### src/hdl/ile_pkg.sv
package ile_pkg;

	localparam int CAPACITY   = 16;
	localparam int DATA_WIDTH = 32;

	localparam int FUNC_W   = 2;
	localparam int POS_W    = 5;
	localparam int DIN_W    = 32;
	localparam int DOUT_W   = 32;
	localparam int STATUS_W = 2;
	localparam int COUNT_W  = 5;

	// Entry count runs 0 .. CAPACITY; comparisons use the wider of count and position.
	localparam int CNT_W = $clog2(CAPACITY + 1);
	localparam int IDX_W = $clog2(CAPACITY);
	localparam int CMP_W = (CNT_W > POS_W) ? CNT_W : POS_W;
	localparam int WIDE_W = 64;

	typedef logic [DATA_WIDTH-1:0] entry_t;
	typedef logic [CMP_W-1:0]      cmp_t;

	typedef enum logic [FUNC_W-1:0] {
		FUNC_INSERT    = 2'd0,
		FUNC_REMOVE    = 2'd1,
		FUNC_OVERWRITE = 2'd2,
		FUNC_READ      = 2'd3
	} func_t;

	typedef enum logic [STATUS_W-1:0] {
		ST_OK     = 2'd0,
		ST_EMPTY  = 2'd1,
		ST_BADPOS = 2'd2,
		ST_FULL   = 2'd3
	} status_t;

	typedef struct packed {
		logic [DOUT_W-1:0]  read_data;
		status_t            status;
		logic [COUNT_W-1:0] count;
	} ile_result_t;

endpackage

### src/hdl/indexed_list_engine_unit.sv
// An accepted item waits in the input register; its answer loads into the result register as done rises.
// Throughput: one item per cycle; busy is low in every cycle after reset.
// The list update for an item lands at the same edge as its result register,
// so the next item already sees the new list.
// Reset (arst_n low) empties the list and holds busy high until the first clock edge.
// The receiver cannot stall: each result is valid for exactly one cycle.
module indexed_list_engine_unit (
	input  logic                          clk,
	input  logic                          arst_n,
	input  logic                          start,
	output logic                          busy,
	input  logic [ile_pkg::FUNC_W-1:0]    func,
	input  logic [ile_pkg::POS_W-1:0]     position,
	input  logic [ile_pkg::DIN_W-1:0]     data_in,
	output logic                          done,
	output logic [ile_pkg::DOUT_W-1:0]    read_data,
	output logic [ile_pkg::STATUS_W-1:0]  status,
	output logic [ile_pkg::COUNT_W-1:0]   count_out
);
	import ile_pkg::*;

	logic                busy_q;
	logic                valid_s1;
	func_t               func_s1;
	logic [POS_W-1:0]    position_s1;
	logic [DIN_W-1:0]    data_in_s1;
	ile_result_t         core_result;
	ile_result_t         result_q;
	logic                done_q;
	logic                accept;

	// Take an item whenever start is high and busy is low.
	assign accept = start && !busy_q;
	assign busy   = busy_q;

	// Hold busy high out of reset until the first clock edge, then drop it for good.
	always_ff @(posedge clk or negedge arst_n) begin
		if (!arst_n) begin
			busy_q <= 1'b1;
		end else begin
			busy_q <= 1'b0;
		end
	end

	// Input register: item fields wait here while the list core works on them.
	always_ff @(posedge clk or negedge arst_n) begin
		if (!arst_n) begin
			valid_s1 <= 1'b0;
		end else begin
			valid_s1 <= accept;
		end
	end

	always_ff @(posedge clk) begin
		if (accept) begin
			func_s1     <= func_t'(func);
			position_s1 <= position;
			data_in_s1  <= data_in;
		end
	end

	// List storage, status decode and shift network.
	ile_list_core u_core (
		.clk      (clk),
		.arst_n   (arst_n),
		.valid    (valid_s1),
		.func     (func_s1),
		.position (position_s1),
		.data_in  (data_in_s1),
		.result   (core_result)
	);

	// Result register: capture the answer as the list updates; strobe done once.
	always_ff @(posedge clk or negedge arst_n) begin
		if (!arst_n) begin
			done_q <= 1'b0;
		end else begin
			done_q <= valid_s1;
		end
	end

	always_ff @(posedge clk) begin
		if (valid_s1) begin
			result_q <= core_result;
		end
	end

	assign done      = done_q;
	assign read_data = result_q.read_data;
	assign status    = result_q.status;
	assign count_out = result_q.count;

endmodule

### src/hdl/ile_list_core.sv
module ile_list_core (
	input  logic                       clk,
	input  logic                       arst_n,
	input  logic                       valid,
	input  ile_pkg::func_t             func,
	input  logic [ile_pkg::POS_W-1:0]  position,
	input  logic [ile_pkg::DIN_W-1:0]  data_in,
	output ile_pkg::ile_result_t       result
);
	import ile_pkg::*;

	entry_t           entries_q [CAPACITY];
	entry_t           entries_d [CAPACITY];
	logic [CNT_W-1:0] count_q;
	logic [CNT_W-1:0] count_d;

	cmp_t               pos_w;
	cmp_t               cnt_w;
	logic [WIDE_W-1:0]  din_wide;
	logic [WIDE_W-1:0]  rd_wide;
	entry_t             wr_val;
	status_t            status;
	logic               ins_ok;
	logic               rem_ok;
	logic               ovw_ok;
	logic               rd_ok;

	assign pos_w    = CMP_W'(position);
	assign cnt_w    = CMP_W'(count_q);
	assign din_wide = WIDE_W'(data_in);
	assign wr_val   = din_wide[DATA_WIDTH-1:0];
	assign rd_wide  = WIDE_W'(entries_q[pos_w[IDX_W-1:0]]);

	always_comb begin
		status = ST_OK;
		unique case (func)
			FUNC_INSERT: begin
				// position test ranks above the full test
				if (pos_w > cnt_w) begin
					status = ST_BADPOS;
				end else if (cnt_w >= CMP_W'(CAPACITY)) begin
					status = ST_FULL;
				end
			end
			FUNC_REMOVE, FUNC_OVERWRITE, FUNC_READ: begin
				if (cnt_w == '0) begin
					status = ST_EMPTY;
				end else if (pos_w >= cnt_w) begin
					status = ST_BADPOS;
				end
			end
			default: status = ST_OK;
		endcase
	end

	assign ins_ok = valid && (status == ST_OK) && (func == FUNC_INSERT);
	assign rem_ok = valid && (status == ST_OK) && (func == FUNC_REMOVE);
	assign ovw_ok = valid && (status == ST_OK) && (func == FUNC_OVERWRITE);
	assign rd_ok  = valid && (status == ST_OK) && (func == FUNC_READ);

	// Every entry picks its next value from itself, a neighbor or the write value in parallel.
	for (genvar g = 0; g < CAPACITY; g++) begin : g_entry
		entry_t from_below;
		entry_t from_above;
		if (g == 0) begin : g_first
			assign from_below = entries_q[0];
		end else begin : g_rest
			assign from_below = entries_q[g-1];
		end
		if (g == CAPACITY - 1) begin : g_last
			assign from_above = entries_q[g];
		end else begin : g_inner
			assign from_above = entries_q[g+1];
		end
		always_comb begin
			entries_d[g] = entries_q[g];
			if (ins_ok) begin
				if (CMP_W'(g) > pos_w) begin
					entries_d[g] = from_below;
				end else if (CMP_W'(g) == pos_w) begin
					entries_d[g] = wr_val;
				end
			end else if (rem_ok) begin
				if (CMP_W'(g) >= pos_w) begin
					entries_d[g] = from_above;
				end
			end else if (ovw_ok) begin
				if (CMP_W'(g) == pos_w) begin
					entries_d[g] = wr_val;
				end
			end
		end
	end

	always_comb begin
		count_d = count_q;
		if (ins_ok) begin
			count_d = count_q + CNT_W'(1);
		end else if (rem_ok) begin
			count_d = count_q - CNT_W'(1);
		end
	end

	always_ff @(posedge clk) begin
		entries_q <= entries_d;
	end

	always_ff @(posedge clk or negedge arst_n) begin
		if (!arst_n) begin
			count_q <= '0;
		end else begin
			count_q <= count_d;
		end
	end

	cmp_t cnt_next_w;
	assign cnt_next_w = CMP_W'(count_d);

	always_comb begin
		result.read_data = rd_ok ? rd_wide[DOUT_W-1:0] : '0;
		result.status    = status;
		result.count     = cnt_next_w[COUNT_W-1:0];
	end

endmodule

### config.mk
export PLATFORM = sky130hd
export DESIGN_NAME = indexed_list_engine_unit
export DESIGN_NICKNAME = d
export VERILOG_FILES = /design/src/hdl/ile_pkg.sv /design/src/hdl/indexed_list_engine_unit.sv /design/src/hdl/ile_list_core.sv
export SDC_FILE = /design/constraint.sdc
export NUM_CORES = 2
export LEC_CHECK = 0
export BUFFER_PORTS_ARGS = -buffer_cell sky130_fd_sc_hd__buf_2
export CAP_MARGIN = 0
export CORE_MARGIN = 8
export CORE_UTILIZATION = 50
export CTS_BUF_LIST = sky130_fd_sc_hd__clkbuf_2 sky130_fd_sc_hd__clkbuf_4 sky130_fd_sc_hd__clkbuf_8
export DETAILED_ROUTE_END_ITERATION = 12
export PLACE_DENSITY = 0.72
export SLEW_MARGIN = 20
export SYNTH_ARGS = -nofsm -noshare
export SYNTH_HDL_FRONTEND = slang
export SYNTH_SLANG_ARGS = --single-unit
### constraint.sdc
create_clock -name clk -period 15.4 [get_ports clk]
set_clock_uncertainty 0.15 [all_clocks]
set_input_delay 3.08 -clock clk [delete_from_list [all_inputs] [get_ports clk]]
set_output_delay 3.08 -clock clk [all_outputs]
set_load 0.05 [all_outputs]
==> impl_metrics.ini <==
[setup_path]
cpPeakStageDelay_ps = 700
slowest_stage = buf_4
cp_top_family = buffers and inverters
critPathKind = flip-flop to flip-flop
worstSetupStartpointType = flip-flop
critical_path_arrival_ps = 5330
crit_buf_inv = 7
cp_cell_sequence = buf_4 > inv_1 > ha_1 > inv_1 > a21oi_1 > nor4_4 > buf_4 > buf_12 > buf_4 > buf_16 > o21ai_0
crit_required_ps = 15710
path_max_fanout = 170
endpoint_kind = flip-flop
cp_common_cell = buf_4
path_depth = 11
reg2regPathDepth = 11

[layout]
nets = 3765
areaGrowthSynthToFinish_pct = 7.61
drive_gt1_share_pct = 14.0
stdcell_count = 4865
final_cell_area_sq_mm = 0.0439

[yosys]
syn_area_sq_mm = 0.0408
synthArstFlopShare_pct = 1.34
synth-edff-count = 590
postSynthAreaPerCell_sq_um = 10.5
syn-num-nets = 3925
yosysSeqAreaShare_pct = 43.9
synth-main-ff-cell = edfxtp_1
netlist_instances = 3875
yosysWarnings = 0
synthTopCellsByCount = mux2i_1, edfxtp_1, nand2_1
synth_cell_types = 59
synth_top_area_cell = edfxtp_1
synth_area_leaders = edfxtp_1, mux2i_1, o211ai_1, a211o_1, nand2_1
synthMostInstantiatedCell = mux2i_1
synth_top_area_share_pct = 43.4
synth-seq-cells = 598

[detailed_routing]
avgRoutedWirePerCell_um = 28.9
wl_mm = 141
initialDrtViolationCount = 4910
drc = 0
vias_per_cell = 7.00
route.vias.total = 34000
postRouteAntennaNets = 0
dr.pass1.iters = 6

[timing]
fin_tns_setup_ps = 0
setup_viol_count_final = 0
finalHoldViolCount = 0
finalMaxSlewViolations = 0
slew_headroom_pct = 13.7
period_share_pct = 32.6
rsz0062_at_grt = false
final.min_clock_period_ps = 5020
fmax_mhz = 199
worst_pin_slew_ps = 1290

[clocking]
postCtsSetupBuffers = 0
ctsResizeCount = 0
cts_buffers = 109
clockBufferDepth = 3
tritoncts = yes
clkSinkCount = 598
worstSkewPairLatency_ps = 760
cts_hold_buf = 0
htree_levels = 3
cts-root-buf = clkbuf_8
path_clk_slew_ps = 60

[floorplanning]
die_h_um = 302
core_sq_mm = 0.0807
die_x_um = 302
rows = 104
io_pins = 83
dieArea_sq_mm = 0.0910
start_util_pct = 50.6

[status]
outcome = finished clean

[hold_path]
holdPathStages = 1
hold_path.class = flip-flop to flip-flop

[place]
io_buffers = 82
placed_cells = 4661
hpwl_mm = 77.1
dpl-instance-area_sq_mm = 0.0417
place.gp.congestion = 0.855

[power]
power_density_mw_per_mm2 = 103
ir_drop_uv = 60.7
p_leak_uw = 0.0166

[global_routing]
antenna_found_initial = 4
grt_util_all_layers_pct = 29.7
grt_pass1_wl_mm = 208
grt_max_degree = 201
grt_pass1_vias = 32300
grt-ovfl-total = 0

[job]
cap_violations = 0
final timing paths:
| check | from | to | slack (ps) |
|---|---|---|---|
| max | position_s1[0] | u_core.g_entry[0].from_below[4] | 10380 |
| min | u_core.cnt_w[3] | u_core.cnt_w[3] | 400 |
| max reg2reg | position_s1[0] | u_core.g_entry[0].from_below[4] | 10380 |
| min reg2reg | u_core.cnt_w[3] | u_core.cnt_w[3] | 400 |
| max in group asynchronous | arst_n | busy | 12820 |
| min in group asynchronous | arst_n | u_core.cnt_w[2] | 2040 |
metrics by stage:
step                setup slack, ps  util, %  power (uW)  hold WS [ps]
floorplan                      9960        -        2710           346
finish                        10380     54.4        4540           401
CTS                           10140     54.3        4520           414
global placement              10130     51.7        2970           399
detailed placement            10060     51.7        2990           402
global route                  10130     54.4        4670           443
layout by cell type (no fill, tap or decap), types with 28 or more instances in the layout:
cell and count:
clkinv_1 28, o22ai_1 35, a21o_1 32, mux2_4 30
o211ai_1 404, o21ai_0 81, a211o_1 340, buf_4 75
o221ai_1 32, mux4_2 64, a32oi_1 76, mux2_2 34
buf_2 82, nand3b_1 32, a21oi_1 38, edfxtp_1 590
nand3_1 37, nand2_1 478, clkbuf_4 31, clkbuf_8 116
mux2i_1 608, nor2_1 351, o21ai_1 61
final cells by class:
type | instances | area [sq um]
Multi-Input combinational cell | 2830 | 21300
Clock inverter | 52 | 312
Timing Repair Buffer | 165 | 1140
Sequential cell | 598 | 17900
Fill cell | 6912 | 36800
Inverter | 11 | 42.5
Tap cell | 1060 | 1330
Antenna cell | 2 | 5.00
Clock buffer | 147 | 1830
kinds of logic (layout without fill, tap and decap cells):
logic type,count (synthesis),in the layout,share of synthesized area [%]
AO/OA/AOI/OAI,1132,1132,21.0
XOR/XNOR,5,5,0.107
adder cells (fa/ha/maj),8,8,0.245
buffers and inverters,447,375,4.80
flip-flops,598,598,43.9
multiplexers,736,736,20.5
other,1,3,0.00919
AND/OR/NAND/NOR,948,948,9.49
routing by layer:
metal | GRT usage (%) | vias to the layer above | routed length, um
met1 | 39.7 | 16600 | 55500
li1 | - | 14700 | -
met5 | 0 | - | 10
met2 | 45.0 | 2276 | 61800
met3 | 6.02 | 452 | 15600
met4 | 16.3 | 2 | 7650
state kept, by name, summed over array words and instances, names as in the netlist, 5 cells and up:
| signal | flops |
|---|---|
| count_out | 5 |
| data_in_s1 | 32 |
| position_s1 | 5 |
| read_data | 32 |
| u_core.cnt_w | 5 |
| u_core.g_entry.from_above | 416 |
| u_core.g_entry.from_below | 96 |
report_power, final:
part	leakage, uW	switching (uW)	total [uW]	internal [uW]
sequential	0.00549	147	2150	2000
combinational	0.00995	552	840	288
clock	0.00115	731	1550	819
total	0.0166	1430	4540	3110
Note: power is estimated with default switching activity, not from simulation.
